File: src/rtl/shift_xor_twister_word_generator_defines.svh
`ifndef SHIFT_XOR_TWISTER_WORD_GENERATOR_DEFINES_SVH
`define SHIFT_XOR_TWISTER_WORD_GENERATOR_DEFINES_SVH

// Checks that hold in the same cycle as their condition.
`define SWX_ASSERT_NOW(label, ante, cons, msg) \
    label: assert property (@(posedge i_clk) disable iff (!i_rst_n) (ante) |-> (cons)) \
        else $error(msg);

// Checks that hold in the cycle after their condition.
`define SWX_ASSERT_NEXT(label, ante, cons, msg) \
    label: assert property (@(posedge i_clk) disable iff (!i_rst_n) (ante) |=> (cons)) \
        else $error(msg);

`endif

File: src/rtl/swx_pkg.sv
`timescale 1ns / 1ps

package swx_pkg;

    localparam int STORE_WORDS_DEF = 624;
    localparam int WORD_W          = 32;
    localparam int TAP_W           = 10;
    localparam int SHIFT_W         = 5;
    localparam int CFG_DATA_W      = 10;
    localparam int CFG_INDEX_W     = 2;
    localparam int BACK_DIST       = 4;
    localparam int SEED_SHIFT      = 30;

    localparam logic [WORD_W-1:0] SEED_MULT = 32'd1812433253;

    localparam logic [TAP_W-1:0]   TAP_RESET        = 10'd11;
    localparam logic [SHIFT_W-1:0] SHIFT_SELF_RESET = 5'd5;
    localparam logic [SHIFT_W-1:0] SHIFT_TAP_RESET  = 5'd1;
    localparam logic [SHIFT_W-1:0] SHIFT_BACK_RESET = 5'd1;

    localparam logic KIND_SEED = 1'b0;
    localparam logic KIND_DRAW = 1'b1;

    typedef enum logic [CFG_INDEX_W-1:0] {
        CFG_TAP_DISTANCE     = 2'd0,
        CFG_SHIFT_LEFT_SELF  = 2'd1,
        CFG_SHIFT_LEFT_TAP   = 2'd2,
        CFG_SHIFT_RIGHT_BACK = 2'd3
    } t_cfg_index;

    typedef struct packed {
        logic [SHIFT_W-1:0] sl_self;
        logic [SHIFT_W-1:0] sl_tap;
        logic [SHIFT_W-1:0] sr_back;
    } t_shift_cfg;

    function automatic logic [WORD_W-1:0] swx_mix(
        input logic [WORD_W-1:0] w,
        input logic [WORD_W-1:0] t,
        input logic [WORD_W-1:0] b,
        input t_shift_cfg        c
    );
        return (w << c.sl_self) ^ w ^ (t << c.sl_tap) ^ t ^ (b >> c.sr_back) ^ b;
    endfunction

endpackage

File: src/rtl/swx_engine.sv
`timescale 1ns / 1ps

module swx_engine
    import swx_pkg::*;
#(
    parameter int DEPTH = STORE_WORDS_DEF,
    parameter int AW    = $clog2(DEPTH)
) (
    input  logic               i_clk,
    input  logic               i_rst_n,
    input  logic               i_in_valid,
    output logic               o_in_ready,
    input  logic               i_kind,
    input  logic [WORD_W-1:0]  i_seed_value,
    input  logic [TAP_W-1:0]   i_tap,
    input  t_shift_cfg         i_shift,
    input  logic               i_slot_free,
    output logic               o_res_valid,
    output logic [WORD_W-1:0]  o_res_word,
    output logic               o_we,
    output logic [AW-1:0]      o_wa,
    output logic [WORD_W-1:0]  o_wd,
    output logic [AW-1:0]      o_ra,
    output logic [AW-1:0]      o_rb,
    input  logic [WORD_W-1:0]  i_rd_a,
    input  logic [WORD_W-1:0]  i_rd_b
);

    localparam int TW = (AW + 1 > TAP_W) ? AW + 1 : TAP_W;
    localparam int PW = $clog2(BACK_DIST + 1);

    typedef enum logic [2:0] {
        S_IDLE,
        S_SEED_WR,
        S_SEED_ADV,
        S_REDUCE,
        S_PRELOAD,
        S_REGEN,
        S_DRAW
    } t_state;

    t_state            r_state, n_state;
    logic              r_seeded, n_seeded;
    logic [AW:0]       r_rd_pos, n_rd_pos;
    logic [AW-1:0]     r_idx, n_idx;
    logic [WORD_W-1:0] r_seed, n_seed;
    logic [WORD_W-1:0] r_prod, n_prod;
    logic [TW-1:0]     r_tap, n_tap;
    logic [PW-1:0]     r_pre, n_pre;
    logic [AW-1:0]     r_tb, n_tb;
    logic              r_fwd, n_fwd;
    logic [WORD_W-1:0] r_back [BACK_DIST];
    logic              w_push;
    logic [WORD_W-1:0] w_push_word;
    logic [WORD_W-1:0] w_tap_word;
    logic [WORD_W-1:0] w_new_word;
    logic [WORD_W-1:0] w_fold;
    logic [AW-1:0]     w_tb_next;
    logic              w_used_up;

    assign w_used_up  = (r_rd_pos >= (AW + 1)'(DEPTH));
    assign w_tap_word = r_fwd ? r_back[BACK_DIST-1] : i_rd_b;
    assign w_new_word = swx_mix(i_rd_a, w_tap_word, r_back[0], i_shift);
    assign w_fold     = r_seed ^ (r_seed >> SEED_SHIFT);
    assign w_tb_next  = (r_tb == AW'(DEPTH - 1)) ? '0 : r_tb + AW'(1);

    always_comb begin
        n_state     = r_state;
        n_seeded    = r_seeded;
        n_rd_pos    = r_rd_pos;
        n_idx       = r_idx;
        n_seed      = r_seed;
        n_prod      = r_prod;
        n_tap       = r_tap;
        n_pre       = r_pre;
        n_tb        = r_tb;
        n_fwd       = r_fwd;
        w_push      = 1'b0;
        w_push_word = w_new_word;
        o_in_ready  = (r_state == S_IDLE);
        o_res_valid = 1'b0;
        o_res_word  = r_seeded ? i_rd_a : '0;
        o_we        = 1'b0;
        o_wa        = r_idx;
        o_wd        = w_new_word;
        o_ra        = r_rd_pos[AW-1:0];
        o_rb        = r_tb;

        unique case (r_state)
            S_IDLE: begin
                if (i_in_valid) begin
                    if (i_kind == KIND_SEED) begin
                        n_seed  = i_seed_value;
                        n_idx   = '0;
                        n_state = S_SEED_WR;
                    end else if (!w_used_up) begin
                        n_state = S_DRAW;
                    end else if (r_seeded) begin
                        n_tap   = TW'(i_tap);
                        n_state = S_REDUCE;
                    end else begin
                        n_rd_pos = '0;
                        o_ra     = '0;
                        n_state  = S_DRAW;
                    end
                end
            end
            S_SEED_WR: begin
                o_we   = 1'b1;
                o_wd   = r_seed;
                n_prod = SEED_MULT * w_fold;
                if (r_idx == AW'(DEPTH - 1)) begin
                    n_seeded = 1'b1;
                    n_rd_pos = (AW + 1)'(DEPTH);
                    n_state  = S_IDLE;
                end else begin
                    n_state = S_SEED_ADV;
                end
            end
            S_SEED_ADV: begin
                n_seed  = r_prod + WORD_W'(r_idx);
                n_idx   = r_idx + AW'(1);
                n_state = S_SEED_WR;
            end
            S_REDUCE: begin
                if (r_tap >= TW'(DEPTH)) begin
                    n_tap = r_tap - TW'(DEPTH);
                end else begin
                    n_pre   = '0;
                    n_state = S_PRELOAD;
                end
            end
            S_PRELOAD: begin
                o_ra        = AW'(DEPTH - BACK_DIST) + AW'(r_pre);
                w_push_word = i_rd_a;
                w_push      = (r_pre != '0);
                if (r_pre == PW'(BACK_DIST)) begin
                    o_ra    = '0;
                    o_rb    = r_tap[AW-1:0];
                    n_tb    = r_tap[AW-1:0];
                    n_idx   = '0;
                    n_fwd   = 1'b0;
                    n_state = S_REGEN;
                end else begin
                    n_pre = r_pre + PW'(1);
                end
            end
            S_REGEN: begin
                o_we   = 1'b1;
                w_push = 1'b1;
                if (r_idx == AW'(DEPTH - 1)) begin
                    n_rd_pos = '0;
                    o_ra     = '0;
                    n_state  = S_DRAW;
                end else begin
                    n_idx = r_idx + AW'(1);
                    o_ra  = r_idx + AW'(1);
                    o_rb  = w_tb_next;
                    n_tb  = w_tb_next;
                    n_fwd = (w_tb_next == r_idx);
                end
            end
            S_DRAW: begin
                if (i_slot_free) begin
                    o_res_valid = 1'b1;
                    n_rd_pos    = r_rd_pos + (AW + 1)'(1);
                    n_state     = S_IDLE;
                end
            end
            default: begin
                n_state = S_IDLE;
            end
        endcase
    end

    always_ff @(posedge i_clk) begin
        if (!i_rst_n) begin
            r_state  <= S_IDLE;
            r_seeded <= 1'b0;
            r_rd_pos <= '0;
        end else begin
            r_state  <= n_state;
            r_seeded <= n_seeded;
            r_rd_pos <= n_rd_pos;
        end
        r_idx  <= n_idx;
        r_seed <= n_seed;
        r_prod <= n_prod;
        r_tap  <= n_tap;
        r_pre  <= n_pre;
        r_tb   <= n_tb;
        r_fwd  <= n_fwd;
        if (w_push) begin
            for (int k = 0; k < BACK_DIST - 1; k++) begin
                r_back[k] <= r_back[k+1];
            end
            r_back[BACK_DIST-1] <= w_push_word;
        end
    end

endmodule

File: config.mk
export PLATFORM = sky130hd
export DESIGN_NAME = swx_engine
export DESIGN_NICKNAME = d
export VERILOG_FILES = /design/src/rtl/shift_xor_twister_word_generator_defines.svh /design/src/rtl/swx_pkg.sv /design/src/rtl/swx_engine.sv
export SDC_FILE = /design/constraint.sdc
export NUM_CORES = 1
export LEC_CHECK = 0
export CAP_MARGIN = 20
export CELL_PAD_IN_SITES_DETAIL_PLACEMENT = 1
export CELL_PAD_IN_SITES_GLOBAL_PLACEMENT = 1
export CORE_AREA = 2 2 300 302
export CTS_CLUSTER_DIAMETER = 50
export DETAILED_ROUTE_END_ITERATION = 10
export DIE_AREA = 0 0 302 304
export DONT_BUFFER_PORTS = 1
export MAX_ROUTING_LAYER = met4
export PLACE_DENSITY_LB_ADDON = 0.05
export SLEW_MARGIN = 20
export SYNTH_ARGS = -nofsm -noshare
export SYNTH_HDL_FRONTEND = slang
export SYNTH_SLANG_ARGS = --single-unit
export TNS_END_PERCENT = 5
File: constraint.sdc
create_clock -name i_clk -period 26.1 [get_ports i_clk]
set_input_delay 2.61 -clock i_clk [delete_from_list [all_inputs] [get_ports i_clk]]
set_output_delay 2.61 -clock i_clk [all_outputs]
set_load 0.1 [all_outputs]
* Word level (Yosys, flattened, before mapping)
Memory sizes are Yosys's and may differ from the RTL's.
Cells that the tools add are included.
** Storage, ports and cells
- Register bits :: 114
- Memory bits (writable) :: 128
- Bits of input ports :: 126
- Output and inout port bits :: 97
- Word-level logic and storage cells :: 130
- Memories :: 1
** Memory list
- r_back :: depth 4, width 32, read ports 4, clocked after memory_dff 0, write ports 4, line swx_engine.sv:52 : logic [WORD_W-1:0] r_back [BACK_DIST];
** Operators by class
- Add/sub/neg operators :: 7
- Multipliers :: 1
- Magnitude comparators :: 2
- Eq/ne operators :: 24
- Shift-type cells :: 3
- Multiplexer cells :: 59
- Bitwise logic cells :: 6
- Reductions and logical operators :: 17
** Operators with widths (count)
- $mux W32 :: 6
- $xor A32 B32 Y32 :: 5
- $mux W11 :: 12
- $mux W10 :: 13
- $pmux W32 S2 :: 1
- $shl A32 B5 Y32 :: 2
- $pmux W11 S4 :: 1
- $pmux W10 S4 :: 1
- $add A32 B10 Y32 :: 1
- $mul A31 B32 Y32 const A :: 1
- $shr A32 B5 Y32 :: 1
- $xor A32 B2 Y32 :: 1
- $mux W3 :: 10
- $pmux W10 S3 :: 1
- $ge A11 B10 Y1 const B :: 2
- $ne A2 B2 Y1 const B :: 11
- $pmux W11 S2 :: 1
- $pmux W3 S7 :: 1
- $add A10 B1 Y10 const B :: 2
- $eq A10 B10 Y1 const B :: 2
- $pmux W10 S2 :: 1
- $eq A3 B3 Y1 const B :: 4
- $add A11 B1 Y11 const B :: 1
- $sub A11 B10 Y11 const B :: 1
- other kinds (20) :: 37

* Longest topological paths before layout
Gate-level depths: netlist of run 1.
An unclocked memory read counts as a cell.
- Word-level depth :: 8
- Gate-level depth with buffers :: 23
- Mapped depth without buffers :: 23

* Worst setup path after synthesis of run 1
OpenSTA, ideal clock, no wires.
- Path type :: in2out
- From :: input i_shift[0] in the netlist's numbering
- To :: output o_wd[21]
- Arrival time :: 6378 ps
- Required time :: 23490 ps
- Path slack :: 17112 ps
- Stages :: 10
- Path buffers :: 2
- Cells stage by stage :: buf_6 -> buf_4 -> mux4_2 -> mux2i_1 -> nor2_1 -> o21ai_0 -> xnor2_1 -> xor2_1 -> xnor2_1 -> o21ai_0
** Between the ends
- Cells in the longest elaborated chain, start to end :: 4
** RTL lines
- from (decl) :: line swx_engine.sv:16 : input t_shift_cfg i_shift,
- $shr A32 B5 Y32 :: line swx_pkg.sv:43 : return (w << c.sl_self) ^ w ^ (t << c.sl_tap) ^ t ^ (b >> c.sr_back) ^ b;
- $xor A32 B32 Y32 (2 in a row) :: line swx_pkg.sv:43
- $mux W32 :: line swx_engine.sv:89 : unique case (r_state)
- to (decl) :: line swx_engine.sv:22 : output logic [WORD_W-1:0] o_wd,
Every way passes these cells.

* Worst setup path after layout of run 1
- From :: input i_shift[1] in the netlist's numbering
- To :: output o_wd[17]
Same word-level chain as after synthesis.

==> impl_summary.log, run 1 <==
[metrics] number of max-slew violations in the final report: 0
[metrics] antenna violations before repair: 9
[metrics] Netlist Area Pre-Place: around 0.026 mm^2
[metrics] average cell area after synthesis: 10.5 um^2
[metrics] Die Footprint: 0.0918 mm^2
[metrics] post-route clock period utilization: roughly 33%
[metrics] number of top-level pins: 223
[metrics] critical register-to-register path endpoint: r_prod[31]
[metrics] beginning of the worst register-to-register path: r_seed[13]
[metrics] nets: roughly 3000
[metrics] setup repair after global routing missed its margin: false
[metrics] cell seen most often among critical-path stages: xnor2_1
[metrics] final worst clock skew: 0.0196 ns
[metrics] total setup buffers inserted after CTS: 0
[metrics] die height: between 300 and 400 um
[metrics] Ys Warns: 0
[metrics] maximum number of pins on one net before global-route repair: 72
[metrics] fraction of layout cells with a size suffix above 1: 14.8%
[metrics] Post-Route WL: 106000 um
[metrics] Hold Crit Start: r_back[2][0]
[metrics] number of synthesized flops with an enable pin: roughly 220
[metrics] Routed WL per cell: 28.6 um
[metrics] count of cells along the worst hold path: 0
[metrics] fraction of registers with async set or reset after synthesis: 0%
[metrics] data required time of the worst path: 23.49 ns
[metrics] Arr. time, crit path: 5.88 ns
[metrics] post-detailed-route via-to-cell ratio: 5.29
[metrics] synth top area cells: edfxtp_1 25%, fa_1 11%, ha_1 11%, mux4_2 7.6%, xnor2_1 7.0%
[metrics] number of buffers created by CTS: 48
[metrics] area growth from synthesis to layout: 11.8%
[metrics] post-synthesis cell count: 2519
[metrics] Std-Cell Core Area: 0.0890 mm^2
[metrics] Reg2Reg Setup Slack: 18.67 ns
[metrics] Congestion Overflow GR: 0
[metrics] Detail Route Antenna Nets: 0
[metrics] portion of synthesized cell area occupied by the leading cell type: 24.7%
[metrics] first-pass iteration count of the detailed router: 5
[metrics] final setup TNS: 0 ns
[metrics] classification of the worst-slack hold path: reg -> reg
[metrics] clock tree from TritonCTS: built
[metrics] Reg clk slew, reported paths: 0.05 ns
[metrics] post-route DRC violation count: 0
[metrics] status: complete, no violations
[metrics] maxcap violations: 0
[metrics] worst min-delay path endpoint: r_back[1][0]
[metrics] DRC marker count from the first detailed-route iteration: around 1200
[metrics] width of the chip: 302 um
[metrics] area of combinational cells with multiple inputs: 0.0179 mm^2
[metrics] fmax: between 100 and 150 MHz
[metrics] Mapped Nets: 3018
[metrics] library cell contributing the largest single delay on the critical path: inv_1
[metrics] DPL Wire Length: 84800 um
[metrics] buffers from clock root to sink, at most: 3
[metrics] critical path type: in -> out
[metrics] sinks on the clock net: 242
[metrics] Resized cells post-CTS: 0
[metrics] register area share after synthesis: 26.6%
[metrics] Worst Path Max Fanout: 22
[metrics] wire length of the first global-routing pass: 153000 um
[metrics] post-synthesis cell type count: between 80 and 90
[metrics] floorplan row count: 110
[metrics] Crit path largest cell delay: 0.70 ns
[metrics] GPL Wtd Cong: between 0.9 and 1
[metrics] overall routing resource usage: between 20% and 30%
[metrics] number of input and output port buffers inserted: 0
[metrics] cell type with the highest aggregate area in the netlist: edfxtp_1
[metrics] H-tree levels: 2
[metrics] flip-flop and latch count after synthesis: around 240
[metrics] Tmin final: 8.49 ns
[metrics] number of fill cells in the layout: slightly below 10000
[metrics] most common flop cell mapped by yosys: edfxtp_1
[metrics] number of cells traversed by the worst register-to-register path: 21
[metrics] Via Count: between 15000 and 20000
[metrics] CTS hold repair buffers: 0
[metrics] transition at the pin with the smallest max-transition slack: 1.15 ns
[metrics] CP Launch Type: input port
[metrics] critical path endpoint category: output pin
[metrics] initial cell density of the core: 29.6%
[metrics] relative slew slack: 23.6%
[metrics] clock latency of the later-clocked register in the worst-skew pair: roughly 0.60 ns
[metrics] final setup violation count: 0
[metrics] buffer cell driving the clock tree root: clkbuf_16
[metrics] number of global-route vias before repair: roughly 21000
[metrics] area occupied by registers: 0.00702 mm^2
[metrics] critical path, cell by cell: inv_1, mux4_2, mux2i_1, and2_1, xnor2_1, xnor2_1, xnor2_1, mux2_2
[metrics] Final Hold Violating Endpoints: 0
==> synthesized netlist by cell type, drive strengths merged, types with 10 or more instances <==
master  instances
o21ai         102
and2           56
edfxtp        217
and3           23
nand2         144
a211oi         32
a31oi          15
mux4           94
nor3           41
a21o           10
mux2i         130
dfxtp          25
ha            226
inv           259
nor2b          22
nand2b         14
buf            46
o22ai          20
nand3          30
mux2          114
clkbuf         76
xnor2         214
nor2          166
a21oi         110
fa            147
xor2           43
==> sequential cells by signal (all words and copies together) (netlist names) <==
signal and flops:
r_pre 3, r_tb 10, o_wa 10, r_seeded 1
r_tap 11, r_state 3, r_prod 32, r_seed 32
r_fwd 1, r_rd_pos 11, r_back 128
==> stage by stage <==
step	worst slack (ns)	area [um^2]	util, %	hold WS, ns	instances
floorplan	17.11	26400	-	0.400	2519
global placement	17.62	27800	31.2	0.400	3623
detailed placement	17.51	27800	31.2	0.405	3623
CTS	17.51	29400	33.1	0.414	3712
global route	17.53	29500	33.1	0.417	3721
finish	17.61	29500	33.1	0.416	3721
==> cells in the final DEF (no fill, tap or decap), types with 20 or more instances in the layout <==
cell | synthesis | final
xor2_1 | 43 | 43
and2_1 | 56 | 56
nor2b_1 | 22 | 22
nor2_1 | 166 | 164
a21oi_1 | 109 | 98
mux4_2 | 89 | 89
nor3_1 | 40 | 40
fa_1 | 147 | 147
mux2_2 | 108 | 108
dfxtp_1 | 25 | 25
nand3_1 | 30 | 30
buf_4 | 8 | 47
ha_1 | 226 | 226
a211oi_1 | 32 | 32
o21ai_0 | 96 | 92
clkbuf_16 | 0 | 51
inv_1 | 259 | 259
xnor2_1 | 212 | 212
mux2i_1 | 130 | 130
and3_1 | 23 | 23
o22ai_1 | 20 | 20
edfxtp_1 | 217 | 217
nand2_1 | 144 | 143
==> kinds of logic (layout without fill, tap and decap cells) <==
logic type                 Yosys count  count (layout)  share of synthesized area, %
muxes                              338             338                          17.9
and+or+nand+nor                    545             545                          9.83
other                                0               7                             0
DFF                                242             242                          26.6
adders and majority gates          373             373                          21.9
AOI/OAI and AO/OA                  381             381                          9.12
buffers and inverters              383             402                          6.09
xor gates and xnor gates           257             257                          8.59
==> metal layers <==
metal / routed length, um / GRT usage (%) / share of wire [%] / vias up
met3: 5180 / 3.95 / 4.9 / 151
met5: 0 / - / 0 / -
met4: 4580 / 8.92 / 4.3 / 0
li1: - / - / - / 8968
met1: 43600 / 28.1 / 41 / 10084
met2: 53100 / 40.3 / 50 / 482
==> worst max-delay path: cells and delay by family <==
family        cells  cell delay, ns
simple gates      1            0.19
buf+inv           1            0.70
mux               3            1.53
xor+xnor          3            0.83
==> worst max path at each step <==
stage               slack [ns]        to        from  depth (start not counted)
floorplan                17.11  o_wd[21]  i_shift[0]                         10
global placement         17.62  o_wd[30]  i_shift[6]                          7
detailed placement       17.51  o_wd[29]  i_shift[6]                          7
CTS                      17.51  o_wd[29]  i_shift[6]                          7
global route             17.53  o_wd[17]  i_shift[1]                          8
finish                   17.61  o_wd[17]  i_shift[1]                          8
==> final cells by class <==
type	instances	area share, %
clock inverters	36	1.38
flip-flops and latches	242	23.8
well taps	1176	4.99
repair buffers	52	1.61
multi-input cells	1894	60.7
diodes	7	0.0594
inverters	261	3.32
clock buffers	53	4.13
Power of run 1 is not shown: default switching activity piles up to over one toggle a cycle in this logic, so the estimate is an artifact.
==> inputs of run 2 (changes only) <==
Clock period 26.1 ns to 7.5 ns, I/O delays scaled along.
==> run 2 against run 1 <==
Effect of this change:
- sequential share of layout area fell by 0.082 points
- cell area rose by 0.35%
- via count fell by 0.54%
- cell count rose by 0.40%
- clock-buffer cell count rose by 3
- first-iteration DRC count fell by 13%
- clock skew rose by 0.0064 ns
- die area did not move
- critical endpoint is now r_prod[23]
==> impl_summary.log, run 2 (same netlist as run 1, synthesis figures left out) <==
[metrics] status: complete, no violations
[metrics] Hold Crit Start: i_rst_n
[metrics] critical path, cell by cell: ha_1, ha_1, ha_1, inv_1, fa_1, inv_1, ha_1, ha_1, fa_1, inv_1, fa_1, inv_1, ha_1, a211o_1, a211oi_1, nor3b_1, o21ai_1, a21oi_1, o31ai_1, or4b_1, o311ai_0
[metrics] number of buffers created by CTS: 49 (+2.1%)
[metrics] CP Launch Type: register
[metrics] Worst Path Max Fanout: 9 (-59%)
[metrics] final setup TNS: 0 ns (unchanged)
[metrics] final setup violation count: 0 (unchanged)
[metrics] Via Count: 19579 (-0.54%)
[metrics] buffers from clock root to sink, at most: 3 (unchanged)
[metrics] first-pass iteration count of the detailed router: 7 (+2)
[metrics] post-route clock period utilization: 92.0%
[metrics] routed length on met1: 45300 um (+3.9%)
[metrics] most flop-heavy register: r_back
[metrics] number of cells traversed by the worst register-to-register path: 21 (unchanged)
[metrics] final worst clock skew: 0.0259 ns (+0.00636 ns)
[metrics] Crit path largest cell delay: 0.75 ns (+0.05 ns)
[metrics] WP buf/inv: 4 (+3)
[metrics] Die Footprint: 0.0918 mm^2 (unchanged)
[metrics] overall routing resource usage: 24.0% (+0.21 points)
[metrics] critical path endpoint category: register
[metrics] critical path type: reg -> reg
[metrics] fraction of layout cells with a size suffix above 1: 15.5% (+0.65 points)
[metrics] area growth from synthesis to layout: 12.2%
[metrics] post-route DRC violation count: 0 (unchanged)
[metrics] post-detailed-route via-to-cell ratio: 5.24 (-0.94%)
[metrics] initial cell density of the core: 29.6% (unchanged)
[metrics] number of flip-flops in the largest register: 128 (unchanged)
[metrics] beginning of the worst register-to-register path: r_seed[4]
[metrics] H-tree levels: 2 (unchanged)
[metrics] Resized cells post-CTS: 0 (unchanged)
[metrics] relative slew slack: 23.8% (+0.25 points)
[metrics] classification of the worst-slack hold path: in -> reg
[metrics] top library cells by usage in the layout, fill and taps aside: 259 x inv_1, 226 x ha_1, 217 x edfxtp_1
[metrics] number of top-level pins: 223 (unchanged)
[metrics] Met2 Routed Length: 54100 um (+1.8%)
[metrics] DRC marker count from the first detailed-route iteration: 1030 (-13%)
[metrics] Routed WL per cell: 28.6 um (-0.22%)
[metrics] GPL Wtd Cong: 0.927 (+1.9%)
[metrics] maximum number of pins on one net before global-route repair: 72 (unchanged)
[metrics] buffer cell driving the clock tree root: clkbuf_16
[metrics] count of cells along the worst hold path: 1 (+1)
[metrics] critical path's top delay family: adder cells
[metrics] Detail Route Antenna Nets: 0 (unchanged)
[metrics] most frequent standard cell in the layout excluding fill and tap cells: inv_1
[metrics] floorplan row count: 110 (unchanged)
[metrics] clock tree from TritonCTS: built
[metrics] wire length of the first global-routing pass: 156000 um (+1.5%)
[metrics] fmax: between 100 and 150 MHz
[metrics] Std-Cell Core Area: 0.0890 mm^2 (unchanged)
[metrics] data required time of the worst path: 7.82 ns (-15.67 ns)
[metrics] total setup buffers inserted after CTS: 0 (unchanged)
[metrics] worst min-delay path endpoint: r_seeded
[metrics] antenna violations before repair: 7 (-2)
[metrics] Arr. time, crit path: 7.22 ns (+1.34 ns)
[metrics] critical register-to-register path endpoint: r_prod[23]
[metrics] CTS hold repair buffers: 0 (unchanged)
[metrics] transition at the pin with the smallest max-transition slack: 1.14 ns (-0.00377 ns)
[metrics] top layer used by detailed routing: met4
[metrics] width of the chip: 302 um (unchanged)
[metrics] largest registers in the final layout: r_back: 128 flops, r_prod: 32 flops, r_seed: 32 flops
[metrics] number of fill cells in the layout: 9830 (+0.36%)
[metrics] number of global-route vias before repair: 21398 (+0.79%)
[metrics] maxcap violations: 0 (unchanged)
[metrics] clock latency of the later-clocked register in the worst-skew pair: 0.61 ns (about the same)
[metrics] number of input and output port buffers inserted: 0 (unchanged)
[metrics] Congestion Overflow GR: 0 (unchanged)
[metrics] Post-Route WL: 107000 um (+0.19%)
[metrics] DPL Wire Length: 87000 um (+2.6%)
[metrics] library cell contributing the largest single delay on the critical path: edfxtp_1
[metrics] die height: 304 um (unchanged)
[metrics] Tmin final: 6.90 ns
[metrics] total length of routed met3 wires: 3780 um (-27%)
[metrics] nets: 3012 (+0.47%)
[metrics] Reg2Reg Setup Slack: 0.60 ns (-18.07 ns)
[metrics] setup repair after global routing missed its margin: false
[metrics] sinks on the clock net: 242 (unchanged)
[metrics] Final Hold Violating Endpoints: 0 (unchanged)
[metrics] cell seen most often among critical-path stages: ha_1
[metrics] number of max-slew violations in the final report: 0 (unchanged)
[metrics] Reg clk slew, reported paths: 0.06 ns (about the same)
-- run 2: area by class of cell --
| cell class | count | area [um^2] | share of cell area [%] |
|---|---|---|---|
| Tap cell | 1176 | 1470 | 4.97 |
| Antenna cell | 6 | 15.0 | 0.0507 |
| Timing Repair Buffer | 65 | 573 | 1.94 |
| Clock inverter | 36 | 333 | 1.12 |
| Clock buffer | 56 | 1340 | 4.51 |
| Multi-Input combinational cell | 1894 | 17900 | 60.4 |
| Inverter | 261 | 980 | 3.31 |
| Sequential cell | 242 | 7020 | 23.7 |
-- run 2: through the flow --
step / setup slack (ns) / hold slack [ns] / cells / util, % / area, um^2
floorplan: 0.803 / 0.400 / 2519 / - / 26400
global placement: 0.650 / 0.401 / 3637 / 31.3 / 27900
detailed placement: 0.572 / 0.406 / 3638 / 31.4 / 27900
CTS: 0.551 / 0.226 / 3730 / 33.2 / 29600
global route: 0.0865 / 0.247 / 3735 / 33.3 / 29600
finish: 0.600 / 0.266 / 3736 / 33.3 / 29600
-- run 2: metal layers --
layer,GRT usage (%),up-vias
met5,-,-
met2,41.1,352
met4,7.16,0
met3,3.26,136
li1,-,8973
met1,29.1,10118
-- run 2: worst max path at each step --
stage,start,end,slack [ns],cells after the start
global placement,r_seed[30],r_prod[31],0.65,22
finish,r_seed[4],r_prod[23],0.60,21
floorplan,r_seed[30],r_prod[31],0.80,23
detailed placement,r_seed[30],r_prod[31],0.57,22
global route,r_seed[15],r_prod[31],0.09,21
CTS,r_seed[30],r_prod[31],0.55,22
Power of run 2 is left out for the same reason.
==> inputs of run 3 (changes only) <==
Settings changed: CORE_AREA 2 2 300 302 to 2 2 248 250, DIE_AREA 0 0 302 304 to 0 0 250 252.
==> run 3 against run 2 <==
Effect of this change:
- sequential share of layout area rose by 0.61 points
- via count increased by 1.0%
- routed wire length decreased by 10%
- global-route usage is 7.5 points higher
- cell count decreased by 11%
- maximum frequency decreased by 1.3%
- critical path depth is 1 higher
- worst hold slack better by 0.017 ns
- critical path type unchanged
==> impl_summary.log, run 3 (same netlist as run 1, synthesis figures left out) <==
[metrics] Routed WL per cell: 28.8 um (+0.92%)
[metrics] number of input and output port buffers inserted: 0 (unchanged)
[metrics] final worst setup slack: 0.506 ns (-0.0942 ns)
[metrics] post-detailed-route via-to-cell ratio: 5.96 (+14%)
[metrics] die height: 252 um (-17%)
[metrics] library cell contributing the largest single delay on the critical path: fa_1
[metrics] GPL Wtd Cong: 0.918 (-0.97%)
[metrics] M2 GR Usage: 54.4% (+13 points)
[metrics] final setup violation count: 0 (unchanged)
[metrics] number of flip-flops in the largest register: 128 (unchanged)
[metrics] first-pass iteration count of the detailed router: 5 (-2)
[metrics] total setup buffers inserted after CTS: 0 (unchanged)
[metrics] minimum setup slack after placement: 0.359 ns (-0.213 ns)
[metrics] clock tree from TritonCTS: built
[metrics] width of the chip: 250 um (-17%)
[metrics] CP Launch Type: register
[metrics] Reg clk slew, reported paths: 0.06 ns (about the same)
[metrics] sinks on the clock net: 242 (unchanged)
[metrics] number of buffers created by CTS: 40 (-18%)
[metrics] Tmin final: 6.99 ns (+0.0942 ns)
[metrics] critical path endpoint category: register
[metrics] count of cells along the worst hold path: 1 (unchanged)
[metrics] most frequent standard cell in the layout excluding fill and tap cells: inv_1
[metrics] H-tree levels: 2 (unchanged)
[metrics] transition at the pin with the smallest max-transition slack: 1.12 ns (-0.0242 ns)
[metrics] buffer cell driving the clock tree root: clkbuf_16
[metrics] cell seen most often among critical-path stages: fa_1
[metrics] Reg2Reg Setup Slack: 0.51 ns (-0.09 ns)
[metrics] data required time of the worst path: 7.82 ns (about the same)
[metrics] post-route standard cell area excluding fillers: 0.0289 mm^2 (-2.5%)
[metrics] number of cells traversed by the worst register-to-register path: 22 (+4.8%)
[metrics] largest registers in the final layout: r_back: 128 flops, r_prod: 32 flops, r_seed: 32 flops
[metrics] Congestion Overflow GR: 0 (unchanged)
[metrics] nets: 2997 (-0.50%)
[metrics] beginning of the worst register-to-register path: r_seed[30]
[metrics] Detail Route Antenna Nets: 0 (unchanged)
[metrics] Arr. time, crit path: 7.31 ns (+0.09 ns)
[metrics] Post-Route WL: 95600 um (-10%)
[metrics] relative slew slack: 25.0% (+1.2 points)
[metrics] Final Hold Violating Endpoints: 0 (unchanged)
[metrics] top library cells by usage in the layout, fill and taps aside: 259 x inv_1, 226 x ha_1, 217 x edfxtp_1
[metrics] Worst Path Max Fanout: 7 (-2)
[metrics] Crit path largest cell delay: 0.53 ns (-0.22 ns)
[metrics] post-route clock period utilization: 93.3% (+1.3 points)
[metrics] Die Footprint: 0.0630 mm^2 (-31%)
[metrics] buffers from clock root to sink, at most: 3 (unchanged)
[metrics] fmax: 143 MHz (-1.3%)
[metrics] wire length of the first global-routing pass: 142000 um (-8.5%)
[metrics] layer with the highest usage: met2
[metrics] post-route DRC violation count: 0 (unchanged)
[metrics] final setup TNS: 0 ns (unchanged)
[metrics] overall routing resource usage: 31.4% (+7.5 points)
[metrics] worst hold-check slack: 0.282 ns (+0.0168 ns)
[metrics] number of top-level pins: 223 (unchanged)
[metrics] critical path type: reg -> reg
[metrics] setup repair after global routing missed its margin: false
[metrics] floorplan row count: 90 (-18%)
[metrics] critical register-to-register path endpoint: r_prod[31]
[metrics] WP buf/inv: 2 (-2)
[metrics] final worst clock skew: 0.0383 ns (+0.0124 ns)
[metrics] number of global-route vias before repair: 21182 (-1.0%)
[metrics] critical path, cell by cell: xor2_1, xor2_1, ha_1, or2_2, ha_1, fa_1, ha_1, fa_1, fa_1, fa_1, inv_1, fa_1, inv_1, ha_1, a41oi_1, o21ai_0, o21bai_1, a211oi_1, a21oi_1, o41ai_2, mux2i_1, nand4_1
[metrics] placement-stage cell area: 0.0274 mm^2 (-2.1%)
[metrics] Via Count: 19778 (+1.0%)
[metrics] maxcap violations: 0 (unchanged)
[metrics] classification of the worst-slack hold path: in -> reg
[metrics] area growth from synthesis to layout: 9.41%
[metrics] worst min-delay path endpoint: r_rd_pos[8]
[metrics] critical path's top delay family: adder cells
[metrics] grt met1 use: 36.2% (+7.1 points)
[metrics] fraction of layout cells with a size suffix above 1: 14.9% (-0.60 points)
[metrics] Std-Cell Core Area: 0.0601 mm^2 (-32%)
[metrics] DRC marker count from the first detailed-route iteration: 1143 (+11%)
[metrics] DPL Wire Length: 76700 um (-12%)
[metrics] maximum number of pins on one net before global-route repair: 76 (+5.6%)
[metrics] status: complete, no violations
[metrics] initial cell density of the core: 43.9% (+14 points)
[metrics] antenna violations before repair: 4 (-3)
[metrics] met3 layer usage reported by global route: 3.83% (+0.56 points)
[metrics] number of max-slew violations in the final report: 0 (unchanged)
[metrics] most flop-heavy register: r_back
[metrics] clock latency of the later-clocked register in the worst-skew pair: 0.60 ns (about the same)
[metrics] Hold Crit Start: i_rst_n
==> run 3: per-stage QoR <==
stage               std cells  util (%)
floorplan                2519         -
global placement         3236      45.5
detailed placement       3236      45.5
CTS                      3310      47.9
global route             3317      48.0
finish                   3317      48.0
==> run 3: how the worst max path moves through the flow <==
| stage | startpoint | depth (start not counted) | slack (ns) | to |
|---|---|---|---|---|
| after floorplan | r_seed[30] | 23 | 0.80 | r_prod[31] |
| after global placement | r_seed[30] | 22 | 0.47 | r_prod[31] |
| after detailed placement | r_seed[30] | 22 | 0.36 | r_prod[31] |
| after CTS | r_seed[30] | 22 | 0.32 | r_prod[31] |
| after global routing | r_seed[30] | 22 | 0.07 | r_prod[31] |
| final | r_seed[30] | 22 | 0.51 | r_prod[31] |
==> run 3: timing repair <==
action	in CTS	in global routing
setup endpoints to repair	0	1
endpoints found under the hold margin	0	0
hold buffers	0	0
gates resized for setup	0	1
==> run 3: worst reg2reg max path, delay by kind of cell, from the launching register on <==
family | cells | cell delay [ns]
xor+xnor | 2 | 0.67
buf+inv | 2 | 0.10
compound gates | 6 | 1.45
mux | 1 | 0.24
flops | 1 | 0.45
fa+ha+maj | 9 | 3.43
simple gates | 2 | 0.40
==> run 3: metal layers <==
layer	up-vias	part of all wire, %
li1	8942	-
met1	10191	40
met2	470	51
met3	175	3.9
met4	0	5.6
met5	-	0
==> run 3: cell type report <==
type	count	area, um^2
Clock inverter	34	444
Inverter	261	980
Timing Repair Buffer	59	548
Fill cell	6587	31300
Clock buffer	40	1000
Multi-Input combinational cell	1894	17900
Sequential cell	242	7020
Antenna cell	5	12.5
Tap cell	782	978
Power of run 3 is left out for the same reason.
